File: src/rtl/negative_cycle_finder_core_defines.svh
// Assertion macros used by ncf_seq.sv, the RTL file that carries checks.
// Each macro expects clk and rst_n to be in scope.
`ifndef NEGATIVE_CYCLE_FINDER_CORE_DEFINES_SVH
`define NEGATIVE_CYCLE_FINDER_CORE_DEFINES_SVH

// Same-cycle implication.
`define NCF_ASSERT_IMP(lbl, ante, cons, msg) \
    lbl: assert property (@(posedge clk) disable iff (!rst_n) (ante) |-> (cons)) \
        else $error(msg);

// Next-cycle implication.
`define NCF_ASSERT_NXT(lbl, ante, cons, msg) \
    lbl: assert property (@(posedge clk) disable iff (!rst_n) (ante) |=> (cons)) \
        else $error(msg);

`endif

File: src/rtl/ncf_pkg.sv
package ncf_pkg;

    localparam int WEIGHT_W = 31;
    localparam int DIST_W   = 64;
    localparam int CNT_W    = 6;
    localparam int VTX_W    = 6;

    // Matrix entry that marks a missing edge
    localparam logic signed [WEIGHT_W-1:0] NO_EDGE = 31'sd1000000000;
    // Lowest distance kept after a relaxation
    localparam logic signed [DIST_W-1:0] DIST_FLOOR = -64'sd1000000000000000000;

    typedef enum logic [3:0] {
        S_LOAD,
        S_RD_I,
        S_HOLD_I,
        S_RD_E,
        S_ADD,
        S_UPD,
        S_WALK,
        S_TSTART,
        S_TRACE,
        S_EMIT_RD,
        S_OUT,
        S_NONE
    } ncf_state_t;

    typedef struct packed {
        logic clear;
        logic rd_en;
        logic rd_sel_i;
        logic latch_i;
        logic add_en;
        logic upd_en;
    } ncf_relax_ctl_t;

endpackage

File: src/rtl/ncf_relax_unit.sv
module ncf_relax_unit #(
    parameter int MAX_VERTICES = 32
) (
    input  logic                                clk,
    input  logic                                rst_n,
    input  ncf_pkg::ncf_relax_ctl_t             ctl,
    input  logic [$clog2(MAX_VERTICES)-1:0]     row,
    input  logic [$clog2(MAX_VERTICES)-1:0]     col,
    input  logic signed [ncf_pkg::WEIGHT_W-1:0] w,
    output logic                                relax
);
    import ncf_pkg::*;

    localparam int VW = $clog2(MAX_VERTICES);

    logic signed [DIST_W-1:0]  dist_mem [MAX_VERTICES];
    logic [MAX_VERTICES-1:0]   dv_reg;
    logic                      rd_ok_reg;
    logic signed [DIST_W-1:0]  rd_data_reg;
    logic signed [DIST_W-1:0]  di_reg;
    logic signed [DIST_W-1:0]  cand_reg;
    logic                      absent_reg;
    logic signed [DIST_W-1:0]  dist_rd;
    logic signed [DIST_W-1:0]  new_dist;
    logic signed [DIST_W-1:0]  w_ext;
    logic [VW-1:0]             rd_addr;
    logic                      wr_en;

    assign rd_addr  = ctl.rd_sel_i ? row : col;
    // An entry not written in this run reads as zero
    assign dist_rd  = rd_ok_reg ? rd_data_reg : '0;
    assign relax    = !absent_reg && (cand_reg < dist_rd);
    assign new_dist = (cand_reg < DIST_FLOOR) ? DIST_FLOOR : cand_reg;
    assign w_ext    = $signed({{(DIST_W-WEIGHT_W){w[WEIGHT_W-1]}}, w});
    assign wr_en    = ctl.upd_en && relax;

    always_ff @(posedge clk or negedge rst_n)
    begin
        if (!rst_n)
        begin
            dv_reg    <= '0;
            rd_ok_reg <= 1'b0;
        end
        else
        begin
            if (ctl.clear)
            begin
                dv_reg <= '0;
            end
            else if (wr_en)
            begin
                dv_reg[col] <= 1'b1;
            end
            if (ctl.rd_en)
            begin
                rd_ok_reg <= dv_reg[rd_addr];
            end
        end
    end

    always_ff @(posedge clk)
    begin
        if (ctl.rd_en)
        begin
            rd_data_reg <= dist_mem[rd_addr];
        end
        if (wr_en)
        begin
            dist_mem[col] <= new_dist;
        end
        // Keep the row distance current when a self loop lowers it mid-row
        if (ctl.latch_i)
        begin
            di_reg <= dist_rd;
        end
        else if (wr_en && (row == col))
        begin
            di_reg <= new_dist;
        end
        if (ctl.add_en)
        begin
            cand_reg   <= w_ext + di_reg;
            absent_reg <= (w == NO_EDGE);
        end
    end

endmodule

File: config.mk
export PLATFORM = sky130hd
export DESIGN_NAME = ncf_relax_unit
export DESIGN_NICKNAME = d
export VERILOG_FILES = /design/src/rtl/negative_cycle_finder_core_defines.svh /design/src/rtl/ncf_pkg.sv /design/src/rtl/ncf_relax_unit.sv
export SDC_FILE = /design/constraint.sdc
export NUM_CORES = 2
export LEC_CHECK = 0
export BUFFER_PORTS_ARGS = -buffer_cell sky130_fd_sc_hd__buf_2
export CORE_MARGIN = 5
export CORE_UTILIZATION = 27
export CTS_BUF_LIST = sky130_fd_sc_hd__clkbuf_16
export CTS_CLUSTER_DIAMETER = 40
export CTS_CLUSTER_SIZE = 12
export DETAILED_ROUTE_END_ITERATION = 10
export GPL_TIMING_DRIVEN = 0
export PLACE_DENSITY = 0.46
export SKIP_LAST_GASP = 1
export SLEW_MARGIN = 10
export SYNTH_ARGS = -nofsm -noshare
export SYNTH_HDL_FRONTEND = slang
export SYNTH_SLANG_ARGS = --single-unit
File: constraint.sdc
create_clock -name clk -period 17 [get_ports clk]
set_input_delay 1.7 -clock clk [delete_from_list [all_inputs] [get_ports clk]]
set_output_delay 1.7 -clock clk [all_outputs]
set_load 0.02 [all_outputs]
* Yosys cells after proc, flatten, opt, wreduce, memory -nomap -nowiden
Memory sizes are Yosys's and may differ from the RTL's. A register that Yosys moved wholly into a read port is not among the register bits. Cells that the tools add are included.
Word-level totals: output and inout bits 1, RAM bits 2048, memories kept 1, input bits 49, flip-flop bits (word level) 162, logic and storage cells 35
Memories:
- dist_mem | depth 32, bits a word 64, read ports 1, clocked after memory_dff 1, wr ports 1, line ncf_relax_unit.sv:16 | logic signed [DIST_W-1:0] dist_mem [MAX_VERTICES];
Cells by class: equal/unequal tests 2, add/sub/neg operators 1, bitwise gates (word level) 1, multiplexer cells 13, reduce and logical (&&, ||, !) cells 7, $lt $le $gt $ge 5
Operators by type and width (number):
- 64-bit 2-to-1 mux | 4
- 31-bit by 64-bit adder with 64-bit output | 1
- 64-bit by 61-bit less-than comparator with 1-bit output (second input constant) | 1
- 64-bit less-than comparator | 1
- 32-bit 2-to-1 mux | 2
- 32-bit bitwise OR | 1
- 31-bit equality test (second input constant) | 1
- 5-bit by 6-bit less-than comparator with 1-bit output (second input constant) | 2
- 1-bit binary-select mux with 5-bit select | 1
- 1-bit demux with 5-bit select | 1
- 5-bit equality test | 1
- 5-bit by 1-bit >= comparator with 1-bit output (second input constant) | 1
- 5-bit 2-to-1 mux | 1
- 1-bit logical AND | 4
- 1-bit 2-to-1 mux | 4
- 2-bit nonzero test | 2
- 1-bit zero test | 1

* Longest topological paths before layout
depth after elaboration 7, depth in mapped cells 15, gate-level depth less buffers 13

* Worst setup path before layout
OpenSTA, ideal clock, no wires.
kind register to register, from reg rd_ok_reg, to mem dist_mem[7][0] (enable), path slack 6.802 ns, cell stages (with the launch flop) 13, data arrival time 9.528 ns, setup time 0.671 ns, path buffers 3, data required time 16.329 ns, clock period less this slack 10.198 ns, cell sequence dfrtp_1 -> clkbuf_1 -> clkbuf_1 -> clkbuf_1 -> nand2_1 -> ha_1 -> a21o_1 -> a211o_1 -> a2111oi_1 -> a2111oi_2 -> o21ai_1 -> a31oi_2 -> nor4b_1
On the way: word-level cells in the longest chain between the ends 6
Ends and longest elaborated chain:
- start, declared | line ncf_relax_unit.sv:18 | logic rd_ok_reg;
- start signal, assigned | line ncf_relax_unit.sv:56 | rd_ok_reg <= dv_reg[rd_addr];
- 64-bit 2-to-1 mux | line ncf_relax_unit.sv:31 | assign dist_rd = rd_ok_reg ? rd_data_reg : '0;
- 64-bit less-than comparator | line ncf_relax_unit.sv:32 | assign relax = !absent_reg && (cand_reg < dist_rd);
- 1-bit logical AND | line ncf_relax_unit.sv:32
- 1-bit logical AND | line ncf_relax_unit.sv:35 | assign wr_en = ctl.upd_en && relax;
- 1-bit 2-to-1 mux | line ncf_relax_unit.sv:67 | if (wr_en)
- 1-bit 2-to-1 mux (not written as such) | line ncf_relax_unit.sv:69 | dist_mem[col] <= new_dist;
- end, declared | line ncf_relax_unit.sv:16
No other way between the ends.

* Final worst setup path
from reg rd_ok_reg, to out relax
On the way: word-level cells in the longest chain between the ends 3
Ends and longest elaborated chain:
- 64-bit 2-to-1 mux | line ncf_relax_unit.sv:31
- 64-bit less-than comparator | line ncf_relax_unit.sv:32
- 1-bit logical AND | line ncf_relax_unit.sv:32
- end, declared | line ncf_relax_unit.sv:10 | output logic relax
No other way between the ends.

==> flow_summary_export.csv <==
group,metric,value,unit
logic_synthesis,synth_adder_area_share,0.0174,
floorplan,die_width,595,um
placed_design,dp.cells,10079,
critical_path,cp_cell_sequence,"clkbuf_1 -> buf_8 -> clkbuf_1 -> clkbuf_1 -> nand2_1 -> ha_1 -> nand4_1 -> nor4_1 -> nand3_1 -> nor4_1 -> o21ai_1 -> a31oi_2 -> buf_4 -> nor2_1 -> buf_2",
clocking,cts_resized,0,
sta,maxSlewHeadroom,0.0472,
sta,worst_pin_slew,1.43,ns
logic_synthesis,syn_area_per_cell,17.8,sq um
finish,largest_register,"dist_mem",
grt,grt_max_degree,54,
placed_design,place_area,0.102,sq mm
critical_path,critPathRequiredTime,15.30,ns
grt,globalRouteTotalUtil,0.163,
logic_synthesis,async_flop_share,0.0145,
clocking,path_clk_slew,0.06,ns
critical_path,path_class,"register to primary output",
logic_synthesis,yosysSeqAreaShare,0.736,
critical_path,startpoint_type,"register",
critical_path,end_kind,"primary output",
clocking,clock-sinks,2274,
sta,finalCritPeriodShare,0.519,
logic_synthesis,syn_nets,5378,
sta,setup_viol,0,
floorplan,io_pins,50,
grt,grt_antenna_before_repair,15,
placed_design,routabilityCongestion,0.871,
critical_path,crit_fanout,10,
logic_synthesis,synth-edff-count,2241,
logic_synthesis,ys_top_cells_by_count,"2241 x edfxtp_1, 721 x nand2_1, 520 x mux4_2",
route,wl_per_cell,27.4,um
logic_synthesis,synth_top_cell_by_area,"edfxtp_1",
logic_synthesis,synth_xor_area_frac,0.00625,
placed_design,preCtsSetupSlack,8.96,ns
sta,fin_crit,8.82,ns
clocking,cts-root-buf,"clkbuf_16",
clocking,hold_buffers,0,
logic_synthesis,synth_ff_type,"edfxtp_1",
logic_synthesis,yosys.area_share.simple,0.0722,
finish,synthToLayoutAreaGrowth,24.6,%
logic_synthesis,synthMuxAreaShare,0.128,
outcome,run_status,"finished, final reports clean",
logic_synthesis,synth.distinct_cells,63,
floorplan,die_area,0.354,sq mm
power_and_ir_drop,power.total,16100,uW
critical_path,cp.arrival,7.12,ns
floorplan,core-area,0.342,sq mm
sta,finalWorstSetupSlack,8.18,ns
logic_synthesis,yosysTopAreaCellShare,0.727,
logic_synthesis,syn-cell-area,0.0925,sq mm
critical_path,slowest_stage,"clkbuf_1",
logic_synthesis,yosysWarnings,0,
power_and_ir_drop,powerDensity,140,mW/mm^2
clocking,cts_buffers,383,
critical_path,slowest_delay,0.98,ns
sta,finClkSkew,0.0926,ns
critical_path,cp_num_buf_inv,6,
clocking,htreeDepth,5,
grt,grt_pass1_wl,415000,um
power_and_ir_drop,ir_worst_vdd,0.105,mV
clocking,clock_path_buffers,4,
logic_synthesis,synth_cells,5201,
grt,first_global_vias,54049,
critical_path,cp_common_cell,"clkbuf_1",
route,vias_per_cell,4.85,
logic_synthesis,synth_top_family_by_area,"multiplexers",
sta,max_freq,0.113,GHz
logic_synthesis,synth.top_cells.by_area,"edfxtp_1 73%, mux4_2 13%, nand2_1 2.9%",
route,num_vias,52268,
clocking,clock_latency,0.99,ns
route,drt_pass1_iterations,6,
logic_synthesis,ys_seq_elements,2274,
floorplan,rows,215,
min_path,hp-class,"register to register",
sta,hold_viol,0,
route,drc,0,
sta,finalMaxSlewViolations,0,
sta,holdWs,0.494,ns
placed_design,io_buffers,44,
critical_path,crit_family,"buffers and inverters",
finish,final_nets,6084,
logic_synthesis,synth_most_common_cell,"edfxtp_1",
clocking,cts_tree,"done",
finish,final_area,0.115,sq mm
route,drtIter0Drc,5214,
logic_synthesis,synth-compound-area-share,0.0248,
finish,largest_reg_flops,2048,
power_and_ir_drop,leakage,0.0386,uW
flow_run,max_cap_violations,0,
finish,final_layout_size_suffix_gt1_frac,0.263,
clocking,cts_setup_buffers,0,
finish,stdcell_count,10767,
route,ant_nets,0,
route,postRouteWirelength,295000,um
floorplan,start_util,0.270,
sta,rsz0062_at_grt,"no",
grt,grt-ovfl-total,0,
placed_design,hpwl,212000,um
floorplan,die_h,595,um
-- kinds of logic after synthesis --
kind of cell             after synthesis
adder cells (fa/ha/maj)              128
AND/OR/NAND/NOR                     1472
flip-flops                          2274
AO/OA/AOI/OAI                        369
buffers and inverters                363
multiplexers                         529
XOR/XNOR                              66
-- placed cells by master (no fill, tap or decap), types with 31 or more instances in the layout --
master      instances
a21o_1             34
a21oi_1           116
buf_12             40
buf_16             34
buf_2              99
buf_4             106
buf_6              79
bufinv_16          45
clkbuf_1          170
clkbuf_16         387
clkbuf_2           32
clkinv_2           46
clkinv_4           49
clkinvlp_4         35
dfrtp_1            33
edfxtp_1         2241
ha_1              127
inv_1             105
inv_6              56
mux4_2            520
nand2_1           721
nand2b_1           51
nand3_1           458
nand4_1            31
nor2_1             72
o21ai_0            97
xnor2_1            38
-- layer usage --
metal / up-vias / share of wire / wire length (um) / track usage
li1: 22255 / - / - / -
met1: 27913 / 0.43 / 125000 / 0.216
met2: 1643 / 0.49 / 145000 / 0.274
met3: 457 / 0.052 / 15400 / 0.0265
met4: 0 / 0.032 / 9320 / 0.0500
met5: - / 0 / 0 / 0
-- path summary, 6_finish.rpt --
kind,startpoint,endpoint,slack (ns),cells after the start
setup reg to reg,rd_ok_reg,dist_mem[7][38],9.21,20
setup / recovery,rd_ok_reg,relax,8.18,15
min in group asynchronous,rst_n,dv_reg[25],0.79,1
max in group asynchronous,rst_n,dv_reg[15],15.67,1
hold reg to reg,dv_reg[10],dv_reg[10],0.49,1
hold / removal,dv_reg[10],dv_reg[10],0.49,1
-- metrics by stage --
| step | setup TNS, ns | utilization |
|---|---|---|
| 3_3_place_gp | -1343.18 | 0.288 |
| 3_5_place_dp | 0 | 0.299 |
| 6_report | 0 | 0.337 |
| 5_1_grt | 0 | 0.337 |
| 4_1_cts | 0 | 0.337 |
| 2_1_floorplan | 0 | - |
-- layout make-up --
type / instances / area (sq um)
plain buffers: 285 / 1180
clock inverters: 298 / 3130
inverters: 78 / 293
flip-flops and latches: 2274 / 68100
repair buffers: 321 / 3920
clock buffers: 387 / 9680
well taps: 4557 / 5700
multi-input cells: 2564 / 23200
diodes: 3 / 7.51
fillers: 32794 / 227000
-- where the power goes --
part	switching (uW)	internal (uW)
registers	59.2	6690
logic	1230	477
clock network	2810	4870
(Power assumes the default switching activity.)
