**src/rtl/negative_cycle_finder_core_defines.svh**
```systemverilog
// Assertion macros used by ncf_seq.sv, the RTL file that carries checks.
// Each macro expects clk and rst_n to be in scope.
`ifndef NEGATIVE_CYCLE_FINDER_CORE_DEFINES_SVH
`define NEGATIVE_CYCLE_FINDER_CORE_DEFINES_SVH

// Same-cycle implication.
`define NCF_ASSERT_IMP(lbl, ante, cons, msg) \
    lbl: assert property (@(posedge clk) disable iff (!rst_n) (ante) |-> (cons)) \
        else $error(msg);

// Next-cycle implication.
`define NCF_ASSERT_NXT(lbl, ante, cons, msg) \
    lbl: assert property (@(posedge clk) disable iff (!rst_n) (ante) |=> (cons)) \
        else $error(msg);

`endif

```
**src/rtl/ncf_pkg.sv**
```systemverilog
package ncf_pkg;

    localparam int WEIGHT_W = 31;
    localparam int DIST_W   = 64;
    localparam int CNT_W    = 6;
    localparam int VTX_W    = 6;

    // Matrix entry that marks a missing edge
    localparam logic signed [WEIGHT_W-1:0] NO_EDGE = 31'sd1000000000;
    // Lowest distance kept after a relaxation
    localparam logic signed [DIST_W-1:0] DIST_FLOOR = -64'sd1000000000000000000;

    typedef enum logic [3:0] {
        S_LOAD,
        S_RD_I,
        S_HOLD_I,
        S_RD_E,
        S_ADD,
        S_UPD,
        S_WALK,
        S_TSTART,
        S_TRACE,
        S_EMIT_RD,
        S_OUT,
        S_NONE
    } ncf_state_t;

    typedef struct packed {
        logic clear;
        logic rd_en;
        logic rd_sel_i;
        logic latch_i;
        logic add_en;
        logic upd_en;
    } ncf_relax_ctl_t;

endpackage

```
**src/rtl/ncf_seq.sv**
```systemverilog
`include "negative_cycle_finder_core_defines.svh"

module ncf_seq #(
    parameter int MAX_VERTICES = 32
) (
    input  logic                                          clk,
    input  logic                                          rst_n,
    input  logic                                          start,
    input  logic [$clog2(MAX_VERTICES+1)-1:0]             n,
    input  logic                                          relax,
    output logic                                          idle,
    output ncf_pkg::ncf_relax_ctl_t                       ctl,
    output logic [$clog2(MAX_VERTICES)-1:0]               row,
    output logic [$clog2(MAX_VERTICES)-1:0]               col,
    output logic                                          w_rd_en,
    output logic [$clog2(MAX_VERTICES*MAX_VERTICES)-1:0]  w_rd_addr,
    output logic                                          out_valid,
    input  logic                                          out_ready,
    output logic                                          has_cycle,
    output logic [ncf_pkg::CNT_W-1:0]                     cycle_length,
    output logic [ncf_pkg::VTX_W-1:0]                     vertex,
    output logic                                          last
);
    import ncf_pkg::*;

    localparam int VW = $clog2(MAX_VERTICES);
    localparam int NW = $clog2(MAX_VERTICES+1);
    localparam int LW = $clog2(MAX_VERTICES+2);
    localparam int AW = $clog2(MAX_VERTICES*MAX_VERTICES);

    ncf_state_t state_reg, state_next;

    logic [VW-1:0]           i_reg, j_reg, pass_reg, k_reg;
    logic [AW-1:0]           addr_reg;
    logic                    changed_reg;
    logic [VW-1:0]           v_reg, start_reg;
    logic [LW-1:0]           len_reg;
    logic [NW-1:0]           idx_reg;
    logic [MAX_VERTICES-1:0] pok_reg;
    logic [VW-1:0]           parent_reg [MAX_VERTICES];
    logic [VW-1:0]           stack_mem [MAX_VERTICES+1];
    logic [VW-1:0]           stack_q_reg;

    logic [NW-1:0] n_m1;
    logic          j_last, i_last, pass_last, k_last;
    logic [VW-1:0] par_v;
    logic          ok_v;
    logic          len_full;
    logic          at_start;
    logic          push_v;
    logic          stk_we;
    logic [NW-1:0] stk_addr;
    logic [VW-1:0] stk_wdata;

    assign n_m1      = n - NW'(1);
    assign j_last    = (NW'(j_reg) == n_m1);
    assign i_last    = (NW'(i_reg) == n_m1);
    assign pass_last = (NW'(pass_reg) == n_m1);
    assign k_last    = (NW'(k_reg) == n_m1);
    assign par_v     = parent_reg[v_reg];
    assign ok_v      = pok_reg[v_reg];
    assign len_full  = (len_reg >= LW'(n));
    assign at_start  = (v_reg == start_reg);
    assign push_v    = (state_reg == S_TRACE) && !at_start && !len_full && ok_v;

    // Next state
    always_comb
    begin
        state_next = state_reg;
        unique case (state_reg)
            S_LOAD:
            begin
                if (start)
                begin
                    state_next = S_RD_I;
                end
            end
            S_RD_I:   state_next = S_HOLD_I;
            S_HOLD_I: state_next = S_RD_E;
            S_RD_E:   state_next = S_ADD;
            S_ADD:    state_next = S_UPD;
            S_UPD:
            begin
                priority if (!j_last)
                begin
                    state_next = S_RD_E;
                end
                else if (!(i_last && pass_last))
                begin
                    state_next = S_RD_I;
                end
                else if (changed_reg || relax)
                begin
                    state_next = S_WALK;
                end
                else
                begin
                    state_next = S_NONE;
                end
            end
            S_WALK:
            begin
                priority if (!ok_v)
                begin
                    state_next = S_NONE;
                end
                else if (k_last)
                begin
                    state_next = S_TSTART;
                end
            end
            S_TSTART: state_next = ok_v ? S_TRACE : S_NONE;
            S_TRACE:
            begin
                priority if (at_start)
                begin
                    state_next = S_EMIT_RD;
                end
                else if (len_full || !ok_v)
                begin
                    state_next = S_NONE;
                end
            end
            S_EMIT_RD: state_next = S_OUT;
            S_OUT:
            begin
                if (out_ready)
                begin
                    state_next = (idx_reg == '0) ? S_LOAD : S_EMIT_RD;
                end
            end
            S_NONE:
            begin
                if (out_ready)
                begin
                    state_next = S_LOAD;
                end
            end
            default: state_next = S_LOAD;
        endcase
    end

    // Outputs
    always_comb
    begin
        ctl          = '0;
        w_rd_en      = 1'b0;
        idle         = 1'b0;
        out_valid    = 1'b0;
        has_cycle    = 1'b0;
        cycle_length = '0;
        vertex       = '0;
        last         = 1'b0;
        unique case (state_reg)
            S_LOAD:
            begin
                idle      = 1'b1;
                ctl.clear = start;
            end
            S_RD_I:
            begin
                ctl.rd_en    = 1'b1;
                ctl.rd_sel_i = 1'b1;
            end
            S_HOLD_I: ctl.latch_i = 1'b1;
            S_RD_E:
            begin
                ctl.rd_en = 1'b1;
                w_rd_en   = 1'b1;
            end
            S_ADD: ctl.add_en = 1'b1;
            S_UPD: ctl.upd_en = 1'b1;
            S_OUT:
            begin
                out_valid    = 1'b1;
                has_cycle    = 1'b1;
                cycle_length = CNT_W'(len_reg);
                vertex       = VTX_W'(stack_q_reg) + VTX_W'(1);
                last         = (idx_reg == '0);
            end
            S_NONE:
            begin
                out_valid = 1'b1;
                last      = 1'b1;
            end
            default:
            begin
            end
        endcase
    end

    assign row       = i_reg;
    assign col       = j_reg;
    assign w_rd_addr = addr_reg;

    // Cycle stack write port
    always_comb
    begin
        stk_we    = 1'b0;
        stk_addr  = len_reg[NW-1:0];
        stk_wdata = v_reg;
        if (state_reg == S_TSTART)
        begin
            stk_we   = 1'b1;
            stk_addr = '0;
        end
        else if (state_reg == S_TRACE)
        begin
            stk_we = at_start || push_v;
            if (at_start)
            begin
                stk_wdata = start_reg;
            end
        end
    end

    always_ff @(posedge clk or negedge rst_n)
    begin
        if (!rst_n)
        begin
            state_reg   <= S_LOAD;
            i_reg       <= '0;
            j_reg       <= '0;
            pass_reg    <= '0;
            k_reg       <= '0;
            addr_reg    <= '0;
            changed_reg <= 1'b0;
            v_reg       <= '0;
            start_reg   <= '0;
            len_reg     <= '0;
            idx_reg     <= '0;
            pok_reg     <= '0;
        end
        else
        begin
            state_reg <= state_next;
            unique case (state_reg)
                S_LOAD:
                begin
                    if (start)
                    begin
                        i_reg       <= '0;
                        j_reg       <= '0;
                        pass_reg    <= '0;
                        addr_reg    <= '0;
                        changed_reg <= 1'b0;
                        v_reg       <= '0;
                        pok_reg     <= '0;
                    end
                end
                S_UPD:
                begin
                    k_reg <= '0;
                    if (relax)
                    begin
                        pok_reg[j_reg] <= 1'b1;
                        v_reg          <= j_reg;
                    end
                    // Drop the change mark at each new pass
                    if (j_last && i_last && !pass_last)
                    begin
                        changed_reg <= 1'b0;
                    end
                    else if (relax)
                    begin
                        changed_reg <= 1'b1;
                    end
                    if (j_last)
                    begin
                        j_reg <= '0;
                        if (i_last)
                        begin
                            i_reg    <= '0;
                            addr_reg <= '0;
                            if (!pass_last)
                            begin
                                pass_reg <= pass_reg + VW'(1);
                            end
                        end
                        else
                        begin
                            i_reg    <= i_reg + VW'(1);
                            addr_reg <= addr_reg + AW'(1);
                        end
                    end
                    else
                    begin
                        j_reg    <= j_reg + VW'(1);
                        addr_reg <= addr_reg + AW'(1);
                    end
                end
                S_WALK:
                begin
                    v_reg <= par_v;
                    k_reg <= k_reg + VW'(1);
                end
                S_TSTART:
                begin
                    start_reg <= v_reg;
                    len_reg   <= LW'(1);
                    v_reg     <= par_v;
                end
                S_TRACE:
                begin
                    if (at_start)
                    begin
                        idx_reg <= len_reg[NW-1:0];
                        len_reg <= len_reg + LW'(1);
                    end
                    else if (push_v)
                    begin
                        len_reg <= len_reg + LW'(1);
                        v_reg   <= par_v;
                    end
                end
                S_OUT:
                begin
                    if (out_ready)
                    begin
                        idx_reg <= idx_reg - NW'(1);
                    end
                end
                default:
                begin
                end
            endcase
        end
    end

    always_ff @(posedge clk)
    begin
        if ((state_reg == S_UPD) && relax)
        begin
            parent_reg[j_reg] <= i_reg;
        end
        if (stk_we)
        begin
            stack_mem[stk_addr] <= stk_wdata;
        end
        if (state_reg == S_EMIT_RD)
        begin
            stack_q_reg <= stack_mem[idx_reg];
        end
    end

    `NCF_ASSERT_IMP(a_vertex_range, out_valid && has_cycle, (vertex != '0) && (vertex <= VTX_W'(n)), "cycle vertex outside vertex count")
    `NCF_ASSERT_IMP(a_len_range, out_valid && has_cycle, (cycle_length >= CNT_W'(2)) && (cycle_length <= CNT_W'(n) + CNT_W'(1)), "cycle length out of range")
    `NCF_ASSERT_NXT(a_run_start, start, (state_reg == S_RD_I) && !changed_reg && (pok_reg == '0), "run did not start clean")
    `NCF_ASSERT_NXT(a_parent_set, (state_reg == S_UPD) && relax, pok_reg[$past(j_reg)], "relaxed vertex lacks parent")

endmodule

```
**config.mk**
```make
export PLATFORM = sky130hd
export DESIGN_NAME = ncf_seq
export DESIGN_NICKNAME = d
export VERILOG_FILES = /design/src/rtl/ncf_pkg.sv /design/src/rtl/ncf_seq.sv
export VERILOG_INCLUDE_DIRS = /design/src /design/src/rtl
export SDC_FILE = /design/constraint.sdc
export NUM_CORES = 1
export LEC_CHECK = 0
export ABC_AREA = 1
export ABC_CLOCK_PERIOD_IN_PS = 5700
export BUFFER_PORTS_ARGS = -buffer_cell sky130_fd_sc_hd__buf_2
export CAP_MARGIN = 0
export CORE_ASPECT_RATIO = 0.8
export CORE_MARGIN = 2
export CORE_UTILIZATION = 55
export CTS_CLUSTER_DIAMETER = 200
export DETAILED_ROUTE_END_ITERATION = 10
export PLACE_DENSITY = 0.72
export REMOVE_ABC_BUFFERS = 1
export SYNTH_ARGS = -nofsm -noshare
export SYNTH_HDL_FRONTEND = slang
export SYNTH_SLANG_ARGS = --single-unit
```
**constraint.sdc**
```tcl
create_clock -name clk -period 5.7 [get_ports clk]
set_input_delay 0.57 -clock clk [delete_from_list [all_inputs] [get_ports clk]]
set_output_delay 0.57 -clock clk [all_outputs]
set_load 0.005 [all_outputs]
```
# ---- Word level (Yosys, flattened, before mapping)
# Memory sizes are Yosys's and may differ from the RTL's. A register that Yosys moved wholly into a read port is not among the register bits.
# Index checks and enable logic that the tools add are counted.
dict set report totals {
  ram_bits 325
  inputBits 11
  n_memories 2
  register_bits 89
  word_cells 164
  out_inout_bits 43
}
# name words word_bits read_ports rd_ports_with_merged_regs write_ports line
set memory_table {}
lappend memory_table {stack_mem 33 5 1 1 1 ncf_seq.sv:41} ;# logic [VW-1:0] stack_mem [MAX_VERTICES+1];
lappend memory_table {parent_reg 32 5 1 0 1 ncf_seq.sv:40} ;# logic [VW-1:0] parent_reg [MAX_VERTICES];
dict set report classes {
  mux 72
  eq_ne 30
  order_cmp 4
  reduce_logical 34
  n_addsub 9
  n_bitwise 1
}
# operator count
set op_table {}
lappend op_table {{$mux W5} 13}
lappend op_table {{$mux W32} 2}
lappend op_table {{$pmux W32 S2} 1}
lappend op_table {{$pmux W4 S12} 1}
lappend op_table {{$mux W4} 11}
lappend op_table {{$mux W6} 7}
lappend op_table {{$pmux W5 S2} 4}
lappend op_table {{$or A32 B32 Y32} 1}
lappend op_table {{$mux W10} 3}
lappend op_table {{$eq A5 B6 Y1} 4}
lappend op_table {{$pmux W6 S2} 2}
lappend op_table {{$mux W1} 21}
lappend op_table {{$add A5 B1 Y5 const B} 4}
lappend op_table {{$ne A2 B2 Y1 const B} 10}
lappend op_table {{$pmux W10 S2} 1}
lappend op_table {{$pmux W5 S4} 1}
lappend op_table {{$eq A4 B3 Y1 const B} 4}
lappend op_table {{$eq A4 B4 Y1 const B} 4}
lappend op_table {{$reduce_and A5 Y1} 3}
lappend op_table {{$lt A5 B6 Y1 const B} 2}
lappend op_table {{$reduce_and A3 Y1} 4}
lappend op_table {{$sub A6 B1 Y6 const B} 2}
lappend op_table {{$add A10 B1 Y10 const B} 1}
lappend op_table {{$ne A3 B3 Y1 const B} 3}
lappend op_table {{21 further kinds} 41}

# ---- Longest topological paths before layout
# Gate-level depths: netlist of the first run.
dict set report depth {
  word_depth 10
  mapped_depth 17
  depth_no_buf 16
}

# ---- Least setup slack after synthesis of the first run
# No wires, ideal clock.
dict set report synth_timing {
  kind {input to register}
  startpoint {in n[3]}
  endpoint {mem stack_mem[32][0] in the netlist's numbering, enable pin}
  arrival_time_ps 2054
  n_path_buf 0
  required_ps 5326
  path_slack_ps 3273
  cell_stages 10
  setup_ps 374
  path_cell_list {inv_1 -> ha_1 -> a21oi_1 -> o21a_1 -> nand3_1 -> nor2_2 -> nand2_4 -> nand2_4 -> inv_1 -> nor3_1}
}
dict set report synth_between {
  elab_chain_len 9
}
# element line
set synth_rtl {}
lappend synth_rtl {{from (decl)} ncf_seq.sv:9} ;# input logic [$clog2(MAX_VERTICES+1)-1:0] n,
lappend synth_rtl {{$ge A6 B6 Y1} ncf_seq.sv:62} ;# assign len_full = (len_reg >= LW'(n));
lappend synth_rtl {{$logic_not A1 Y1} ncf_seq.sv:64} ;# assign push_v = (state_reg == S_TRACE) && !at_start && !len_full && ok_v;
lappend synth_rtl {{$logic_and A1 B1 Y1 (2 in series)} ncf_seq.sv:64}
lappend synth_rtl {{$logic_or A1 B1 Y1} ncf_seq.sv:209} ;# stk_we = at_start || push_v;
lappend synth_rtl {{$mux W1} ncf_seq.sv:207} ;# else if (state_reg == S_TRACE)
lappend synth_rtl {{$mux W1} ncf_seq.sv:202} ;# if (state_reg == S_TSTART)
lappend synth_rtl {{$mux W1} ncf_seq.sv:336} ;# if (stk_we)
lappend synth_rtl {{$mux W1 (not written as such)} ncf_seq.sv:338} ;# stack_mem[stk_addr] <= stk_wdata;
lappend synth_rtl {{to (decl)} ncf_seq.sv:41}
# Every way passes these cells.

# ---- Worst setup path in the final report of the first run
dict set report layout_timing {
  startpoint {reg v_reg[0]}
  endpoint {mem stack_mem[13][0] in the netlist's numbering, enable pin}
}
dict set report layout_between {
  elab_chain_len 10
  elab_cells_between_ends 12
  classes_between {1 x eq/ne; 6 x mux; 5 x reduce/logical}
}
# element line
set layout_rtl {}
lappend layout_rtl {{from (decl)} ncf_seq.sv:36} ;# logic [VW-1:0] v_reg, start_reg;
lappend layout_rtl {{from (signal assigned)} ncf_seq.sv:257} ;# v_reg <= j_reg;
lappend layout_rtl {{from (signal assigned)} ncf_seq.sv:294} ;# v_reg <= par_v;
lappend layout_rtl {{from (signal assigned)} ncf_seq.sv:301} ;# v_reg <= par_v;
lappend layout_rtl {{branches (longest 5 deep; another with $bmux W1 S5)} -}
lappend layout_rtl {{$logic_or A1 B1 Y1 *} ncf_seq.sv:209}
lappend layout_rtl {{$mux W1 *} ncf_seq.sv:207}
lappend layout_rtl {{$mux W1 *} ncf_seq.sv:202}
lappend layout_rtl {{$mux W1 *} ncf_seq.sv:336}
lappend layout_rtl {{$mux W1 (not written as such) *} ncf_seq.sv:338}
# Mark *: on every way between the ends. The select of a mux whose other input is x is not followed.

==> run metrics, run 1 <==
status=finished, final reports clean; Fin. Hold Viols=0; P_leak=7.92 nW; overflow left after global routing=0; vias in the first global route=13.4k; area of placed instances=19700 µm²; chip height=171 µm; final setup violation count=0; Mean Syn Cell Area=10.2 µm²; filler cell count=2779; # DRC=0; Iter 0 DRT Violations=1857; initial antenna violation count=0; RSZ-0062 raised after global routing=no; CTS Hold Bufs=0; reg-to-reg slack, setup=2.21 ns; largest net degree at the start of global routing=97; drt via density=6.00; full die area=36300 µm²; max reg flops=165; # Post-CTS Setup Buffers=0; fin crit share=61.2%; worst vdd ir=0.328 mV; Post-layout nets=1921; CP Data Arrival Time=3.67 ns; Crit Path Max Fanout=81; Worst setup SP type=flop; Worst-Skew Late Latency=0.54 ns; DR pass1 iterations=6; share of power burned in registers=39.3%; Clock Tree Buf Depth=3; TritonCTS Sinks=419; Max transition margin=21.7%; Starting Density=55.5%; P_sw=0.00382 W; routed len/inst=20.4 µm; clk_skew=0.0139 ns; synth warn=0; H-tree depth=2; flip-flop and latch area=12100 µm²; crit path capture type=flop; Slew Viols, Final=0; critical path buffer and inverter count=1; first-pass GRT wire length=76.5 mm; combinational share of power=32.3%; Area Overhead vs Synth=10.2%; Data required, critical path=5.88 ns; Vias=14.4k; sw frac=38.0%; Port Buffers=53; Slowest cell on crit path=dfrtp_4; Placement Rows=61; final setup TNS=0 ns; antenna viol nets, final=0; Setup CP Type=flop to flop; multi-input combinational cell area=6050 µm²; Max-Cap Viols=0; synth unique cells=44; final instance area=21100 µm²; fraction of layout cells with a size suffix above 1=10.8%; Placer Congestion=0.961; slowest stage delay, CP=0.93 ns; Antenna diodes=0; CTS resizes=0; TritonCTS clock tree=built; Worst-path clk slew=0.06 ns; Internal=0.00623 W; Worst Max-Slew Pin Slew=1.17 ns; Seq/Total Area, Yosys=63.4%; Syn Inst Count=1878; clock buffer count from CTS=41; cell family with the largest share of critical-path delay=simple AND/OR/NAND/NOR gates; f_max=287 MHz; critical-path cell list=inv_6 > nand2_1 > nand3_1 > nand2_1 > nand2_1 > nand3_1 > nand3_2 > nand2_2 > nand2_4 > nand2_4 > nand3_2 > nor2_1; root buf cell=clkbuf_16; core area=34500 µm²; All-Layer GR Usage=27.4%; io pins=54; HP Class=input pin to asynchronous set/reset pin; power density over the cells=477 nW/µm²; clock period minus worst slack=3.49 ns; chip width=213 µm; most used cell, CP=nand2_1; synthesized flop and latch total=419; HPWL after DPL=30.9 mm; clock network fraction of total power=28.4%; Total Routed Length=48.9 mm; Post-Syn Area=19100 µm²
==> path summary, 6_finish.rpt <==
check,from,endpoint,cells past startpoint
hold reg to reg,pok_reg[17],pok_reg[17],2
hold / removal,rst_n,w_rd_addr[9],1
max in group asynchronous,rst_n,v_reg[0],2
setup / recovery,v_reg[0],stack_mem[13][0],12
setup reg to reg,v_reg[0],stack_mem[13][0],12
min in group clk,out_ready,state_reg[0],3
==> metal layers <==
metal / track usage, % / up-vias / wire (µm)
met5: 0 / - / 0
met4: 6.63 / 0 / 948
met3: 6.11 / 81 / 5730
met2: 40.6 / 850 / 21400
met1: 41.3 / 6882 / 20800
li1: - / 6559 / -
==> kinds of logic (layout without fill, tap and decap cells) <==
family                   count (synthesis)  count (layout)  synth area share, %
multiplexers                             1               1               0.0523
adder cells (fa/ha/maj)                 19              19                 1.24
XOR/XNOR                                18              18                0.824
flip-flops                             419             419                 63.4
AND/OR/NAND/NOR                        864             864                 19.6
buffers and inverters                  228             274                 4.99
AO/OA/AOI/OAI                          329             329                 9.87
==> per-stage QoR <==
step	std cells	util (%)	total power, W	worst slack [ns]	hold slack [ns]
detailed placement	2320	57.0	0.00718	2.27	0.484
CTS	2396	61.1	0.0100	2.27	0.0424
finish	2396	61.1	0.0101	2.21	0.0267
global placement	2320	57.0	0.00713	2.43	0.478
floorplan	1775	-	0.00597	1.04	0.274
global route	2396	61.1	0.0105	1.92	0.0791
==> Yosys cell counts (all sizes together) <==
cell type	count	area share (%)
a21oi	27	0.76
a22oi	1	0.039
a31oi	25	0.82
and2	1	0.033
buf	45	1.4
clkbuf	58	1.1
clkinv	5	0.098
dfrtp	89	12
edfxtp	330	52
ha	19	1.2
inv	120	2.4
mux2i	1	0.052
nand2	261	5.4
nand3	180	4.9
nand3b	3	0.18
nand4	12	0.39
nor2	353	7.2
nor3	42	1.1
nor4	3	0.098
o211ai	32	1.3
o21a	2	0.078
o21ai	196	5.2
o221ai	12	0.55
o22ai	33	1.1
o31ai	1	0.039
or2	8	0.26
or3	1	0.033
xnor2	4	0.18
xor2	14	0.64
==> power groups by stage <==
stage,Sequential (W),Combinational [W],Clock (W)
detailed placement,0.00400,0.00318,0
finish,0.00395,0.00325,0.00286
global route,0.00398,0.00358,0.00299
global placement,0.00400,0.00313,0
CTS,0.00394,0.00320,0.00287
floorplan,0.00411,0.00187,0
==> layout by cell type, fill, tap and decap left out, drive strengths merged, types with 2 or more instances in the layout <==
cell and instances:
buf 73, nand3 180, edfxtp 330, o21ai 196
nand3b 3, clkbuf 44, nor2 353, a21oi 27
nor3 42, or2 8, nand4 12, o211ai 32
o221ai 12, xnor2 4, nor4 3, xor2 14
dfrtp 89, o21a 2, a31oi 25, o22ai 33
clkinv 25, nand2 261, ha 19, inv 121
clkinvlp 3, bufinv 8
==> worst reg2reg max path, stage by stage, from the launching register on <==
cell	delay (ns)
dfrtp_4	0.93
inv_6	0.41
nand2_1	0.16
nand3_1	0.08
nand2_1	0.11
nand2_1	0.05
nand3_1	0.12
nand3_2	0.12
nand2_2	0.17
nand2_4	0.09
nand2_4	0.18
nand3_2	0.25
nor2_1	0.46
==> area by class of cell <==
cell class | count | area share (%)
multi-input cells | 1231 | 28.7
well taps | 472 | 2.80
clock inverters | 32 | 1.82
repair buffers | 73 | 1.98
clock buffers | 44 | 4.92
flip-flops and latches | 419 | 57.6
inverters | 125 | 2.25
No activity file was read; power rests on OpenSTA's default activity.
==> inputs of run 2 (changes only) <==
--- a/config.mk
+++ b/config.mk
@@ -6,8 +6,8 @@
 export SDC_FILE = /design/constraint.sdc
 export NUM_CORES = 1
 export LEC_CHECK = 0
-export ABC_AREA = 1
-export ABC_CLOCK_PERIOD_IN_PS = 5700
+export ABC_AREA = 0
+export ABC_CLOCK_PERIOD_IN_PS = 3400
 export BUFFER_PORTS_ARGS = -buffer_cell sky130_fd_sc_hd__buf_2
 export CAP_MARGIN = 0
 export CORE_ASPECT_RATIO = 0.8
==> constraint.sdc (replaced) <==
create_clock -name clk -period 3.4 [get_ports clk]
set_input_delay 0.34 -clock clk [delete_from_list [all_inputs] [get_ports clk]]
set_output_delay 0.34 -clock clk [all_outputs]
set_load 0.005 [all_outputs]
==> run metrics, run 2 <==
commonest cells after routing, fill and taps aside=edfxtp_1, nor2_1, mux4_2; routed len/inst=24.4 µm; Fin. Hold Viols=0; RSZ-0062 raised after global routing=yes; clk_skew=0.0138 ns; Worst setup SP type=flop; EDFF count, synth=330; Placer Congestion=0.870; final hold slack=0.149 ns; final setup violation count=0; synthesized flop and latch total=419; CP Data Arrival Time=3.53 ns; Primary FF master, synth=edfxtp_1; Vias=11.0k; Crit Path Max Fanout=24; Slew Viols, Final=0; All-Layer GR Usage=24.9%; met2 WL=18.5 mm; Post-layout nets=1318; H-tree depth=2; synth unique cells=62; count leader, synth=edfxtp_1; P_leak=7.42 nW; Worst-Skew Late Latency=0.54 ns; TritonCTS clock tree=built; area of placed instances=19200 µm²; power density over the cells=730 nW/µm²; fraction of layout cells with a size suffix above 1=21.4%; Top Layer Used=met4; Clock Tree Buf Depth=3; Max-Cap Viols=0; io pins=54; max reg flops=165; Seq/Total Area, Yosys=66.1%; status=finished, final reports clean; Routed met1 length=18.9 mm; HP Class=input pin to flop; antenna viol nets, final=0; HPWL after DPL=28.4 mm; DR pass1 iterations=6; Worst Max-Slew Pin Slew=1.09 ns; final instance area=20600 µm²; core area=32700 µm²; met3 wire len=4.49 mm; clock period minus worst slack=3.35 ns; Post-Syn Area=18400 µm²; initial antenna violation count=2; chip width=208 µm; # DRC=0; Starting Density=56.1%; vias in the first global route=10.7k; Synth top cells by count=edfxtp_1, nor2_1, mux4_2, dfrtp_1, nand2_1; Worst-path clk slew=0.06 ns; Synth area leaders=edfxtp_1, dfrtp_1, mux4_2; Core Util, Final=62.9%; Mean Syn Cell Area=15.0 µm²; f_max=298 MHz; full die area=34900 µm²; Port Buffers=53; overflow left after global routing=0; Iter 0 DRT Violations=1314; clock buffer count from CTS=41; worst vdd ir=0.545 mV; Setup CP Type=flop to flop; crit path capture type=flop; Total Routed Length=42.6 mm; cell accounting for the most synthesized area=edfxtp_1; synth warn=0; largest net degree at the start of global routing=70; Final Power=0.0150 W; chip height=167 µm; root buf cell=clkbuf_16; first-pass GRT wire length=65.7 mm; commonest non-fill, non-tap cell in the layout=edfxtp_1; Synth top area share=54.0%; fin crit share=98.7%; Placement Rows=59; Async SR Flop Fraction=21.2%; Max transition margin=27.1%; drt via density=6.29; Syn Inst Count=1221; Area Overhead vs Synth=12.2%; Data required, critical path=3.58 ns; TritonCTS Sinks=419
## run 2: path summary, 6_finish.rpt
kind                              from               end  slack (ns)  cells past startpoint
setup / recovery              v_reg[1]  stack_mem[17][1]        0.05                      7
hold / removal               out_ready      state_reg[3]        0.15                      2
setup reg to reg              v_reg[1]  stack_mem[17][1]        0.05                      7
max in group asynchronous        rst_n            col[2]        2.07                      3
hold reg to reg            pok_reg[16]       pok_reg[16]        0.50                      2
min in group asynchronous        rst_n        idx_reg[4]        0.47                      2
## run 2: stage by stage
stage,cells,setup TNS [ns],worst slack (ns)
6_report,1749,0,0.0450
3_3_place_gp,1670,0,0.243
5_1_grt,1749,-3.78,-0.140
4_1_cts,1746,0,0.115
2_1_floorplan,1147,-161.95,-1.22
3_5_place_dp,1670,0,0.116
## run 2: layout make-up
class	instances	area [µm²]
diodes	2	5.00
clock buffers	54	1070
clock inverters	21	274
fillers	2325	12100
inverters	20	75.1
multi-input cells	708	5840
flip-flops and latches	419	12100
well taps	427	534
repair buffers	98	633
## run 2: repair_timing
action	in CTS	in global routing
hold endpoints to repair	68	0
setup endpoints to repair	0	81
hold buffers	1	0
gates resized for setup	0	5
buffers inserted	0	1
## run 2: where the power goes
group	switching, W	internal, W	total [W]
clock	0.00188	0.00270	0.00458
combinational	0.00239	0.00167	0.00406
sequential	0.000400	0.00598	0.00638
total	0.00468	0.0104	0.0150
## run 2: cells by family (layout without fill, tap and decap cells)
group / after synthesis / in the layout / synth area share [%]
simple gates: 362 / 362 / 9.30
compound gates: 155 / 155 / 5.10
fa+ha+maj: 19 / 19 / 1.30
mux: 136 / 136 / 14.2
other cells: 0 / 2 / 0
xor+xnor: 36 / 36 / 1.87
flops: 419 / 419 / 66.1
buf+inv: 94 / 193 / 2.12
## run 2: critical path, cell delays in order, from the launching register on
cell	delay [ns]
dfrtp_4	0.65
mux2i_1	0.19
a221oi_1	0.30
nand2_1	0.14
and4_1	0.29
o21ai_2	0.35
nand4b_1	0.50
nor2_1	0.57
## run 2: metal layers
metal | track usage (%) | vias up
li1 | - | 4805
met1 | 39.3 | 5560
met2 | 35.6 | 568
met3 | 5.65 | 69
met4 | 5.60 | 0
met5 | 0 | -
==> inputs of run 3 (changes only) <==
==> constraint.sdc (replaced) <==
create_clock -name clk -period 3.4 [get_ports clk]
set_input_delay 0.34 -clock clk [delete_from_list [all_inputs] [get_ports clk]]
set_output_delay 0.34 -clock clk [all_outputs]
set_load 0.01 [all_outputs]
==> run metrics, run 3 (same netlist as run 2, synthesis figures left out) <==
fraction of layout cells with a size suffix above 1=22.2%; CP Data Arrival Time=3.56 ns; chip height=167 µm; worst vdd ir=0.774 mV; TritonCTS clock tree=built; critical-path cell list=inv_1 > ha_1 > nand2b_1 > a31oi_1 > o21ai_0 > o21ai_2 > nand4b_1 > nor2_1; clk_skew=0.0263 ns; # Post-CTS Setup Buffers=0; # DRC=0; Core Util, Final=63.1%; All-Layer GR Usage=25.4%; R2R Path End=stack_mem[18][2]; Vias=10.9k; clock network fraction of total power=30.3%; sw frac=31.6%; initial antenna violation count=0; TritonCTS Sinks=419; antenna viol nets, final=0; commonest cells after routing, fill and taps aside=edfxtp_1, nor2_1, mux4_2; clock buffer count from CTS=42; Max transition margin=33.1%; final setup violation count=0; share of power burned in registers=42.7%; Slowest cell on crit path=nor2_1; core area=32700 µm²; fin crit share=99.0%; Reg2Reg Depth=8; Placer Congestion=0.875; commonest non-fill, non-tap cell in the layout=edfxtp_1; final setup TNS=0 ns; Port Buffers=53; Antenna diodes=0; f_max=297 MHz; Crit. Startpoint=len_reg[0]; chip width=208 µm; filler cell count=2316; largest net degree at the start of global routing=47; Post-layout nets=1325; root buf cell=clkbuf_16; status=finished, final reports clean; Area Overhead vs Synth=12.5%; Data required, critical path=3.60 ns; vias in the first global route=10.8k; P_sw=0.00476 W; combinational share of power=27.1%; io pins=54; Crit Path Max Fanout=9; final instance area=20600 µm²; Worst setup SP type=flop; Max-Cap Viols=0; Starting Density=56.1%; slowest stage delay, CP=0.55 ns; Worst-Skew Late Latency=0.55 ns; RSZ-0062 raised after global routing=yes; RR Startpoint=len_reg[0]; Worst Max-Slew Pin Slew=1.00 ns; Slew Viols, Final=0; drt via density=6.23; DR pass1 iterations=7; Fin. Hold Viols=0; Iter 0 DRT Violations=1287; max reg flops=165; Critical Path Sink=stack_mem[18][2]; multi-input combinational cell area=5840 µm²; Final Power=0.0151 W; HP Class=input pin to flop; power density over the cells=730 nW/µm²; Setup CP Type=flop to flop; area of placed instances=19300 µm²; reg-to-reg slack, setup=0.03 ns; crit path capture type=flop; overflow left after global routing=0; P_leak=7.48 nW; clock period minus worst slack=3.37 ns; HPWL after DPL=28.8 mm; flip-flop and latch area=12100 µm²; Clock Tree Buf Depth=3; Placement Rows=59; Worst-path clk slew=0.06 ns; full die area=34900 µm²; first-pass GRT wire length=66.7 mm; Total Routed Length=43.0 mm; routed len/inst=24.5 µm; Internal=0.0103 W; H-tree depth=2
==> run 3: cell count changes in the layout (fill, tap and decap cells not counted) <==
cell and change:
diode_2 -2, clkbuf_1 -2, clkinvlp_4 +1, clkbuf_8 +5
inv_16 -1, bufinv_16 -3, buf_4 +6, clkinv_2 +1
clkinv_4 +1, clkinv_8 +1, clkbuf_16 +1, inv_8 +1
clkinv_1 -3
==> run 3: how the worst min path moves through the flow <==
stage | end | start | cells past startpoint
floorplan | changed_reg | rst_n | 0
global route | state_reg[3] | out_ready | 2
detailed placement | k_reg[4] | rst_n | 1
CTS | state_reg[3] | out_ready | 2
finish | state_reg[3] | out_ready | 2
global placement | k_reg[4] | rst_n | 1
==> run 3: critical path, delay by kind of cell, from the launching register on <==
family          cells  cell delay (ns)
compound gates      3             0.83
fa+ha+maj           1             0.29
buf+inv             1             0.16
flops               1             0.49
simple gates        3             1.23
==> run 3: cell type report <==
cell class / count / share of cell area (%)
Clock buffer: 58 / 5.63
Clock inverter: 19 / 0.976
Inverter: 20 / 0.364
Multi-Input combinational cell: 708 / 28.3
Sequential cell: 419 / 58.9
Tap cell: 427 / 2.59
Timing Repair Buffer: 104 / 3.29
==> run 3: metrics by stage <==
step | hold slack (ns) | std cells | setup WS, ns
floorplan | 0.0444 | 1147 | -1.22
global placement | 0.367 | 1677 | 0.258
detailed placement | 0.373 | 1677 | 0.111
CTS | 0.111 | 1755 | 0.122
global route | 0.135 | 1755 | -0.0781
finish | 0.135 | 1755 | 0.0324
==> run 3: routing by layer <==
metal	GRT usage (%)	vias to the layer above	share of wire, %	wire, µm
met5	0	-	0	0
met4	4.57	0	1.3	552
met3	5.89	52	8.9	3820
met2	37.2	481	44	19100
met1	39.6	5586	45	19600
li1	-	4819	-	-
==> run 3: repair_timing <==
action | 4_1_cts | 5_1_grt
hold endpoints to repair | 40 | 0
hold buffers | 1 | 0
gates resized for setup | 0 | 5
setup endpoints to repair | 0 | 52
==> run 3: power groups by stage <==
stage	Sequential (W)	Combinational [W]	Clock, W
after floorplan	0.00687	0.00227	0
after detailed placement	0.00652	0.00403	0
final	0.00643	0.00408	0.00456
after global placement	0.00651	0.00399	0
after global routing	0.00647	0.00441	0.00480
after CTS	0.00642	0.00407	0.00460
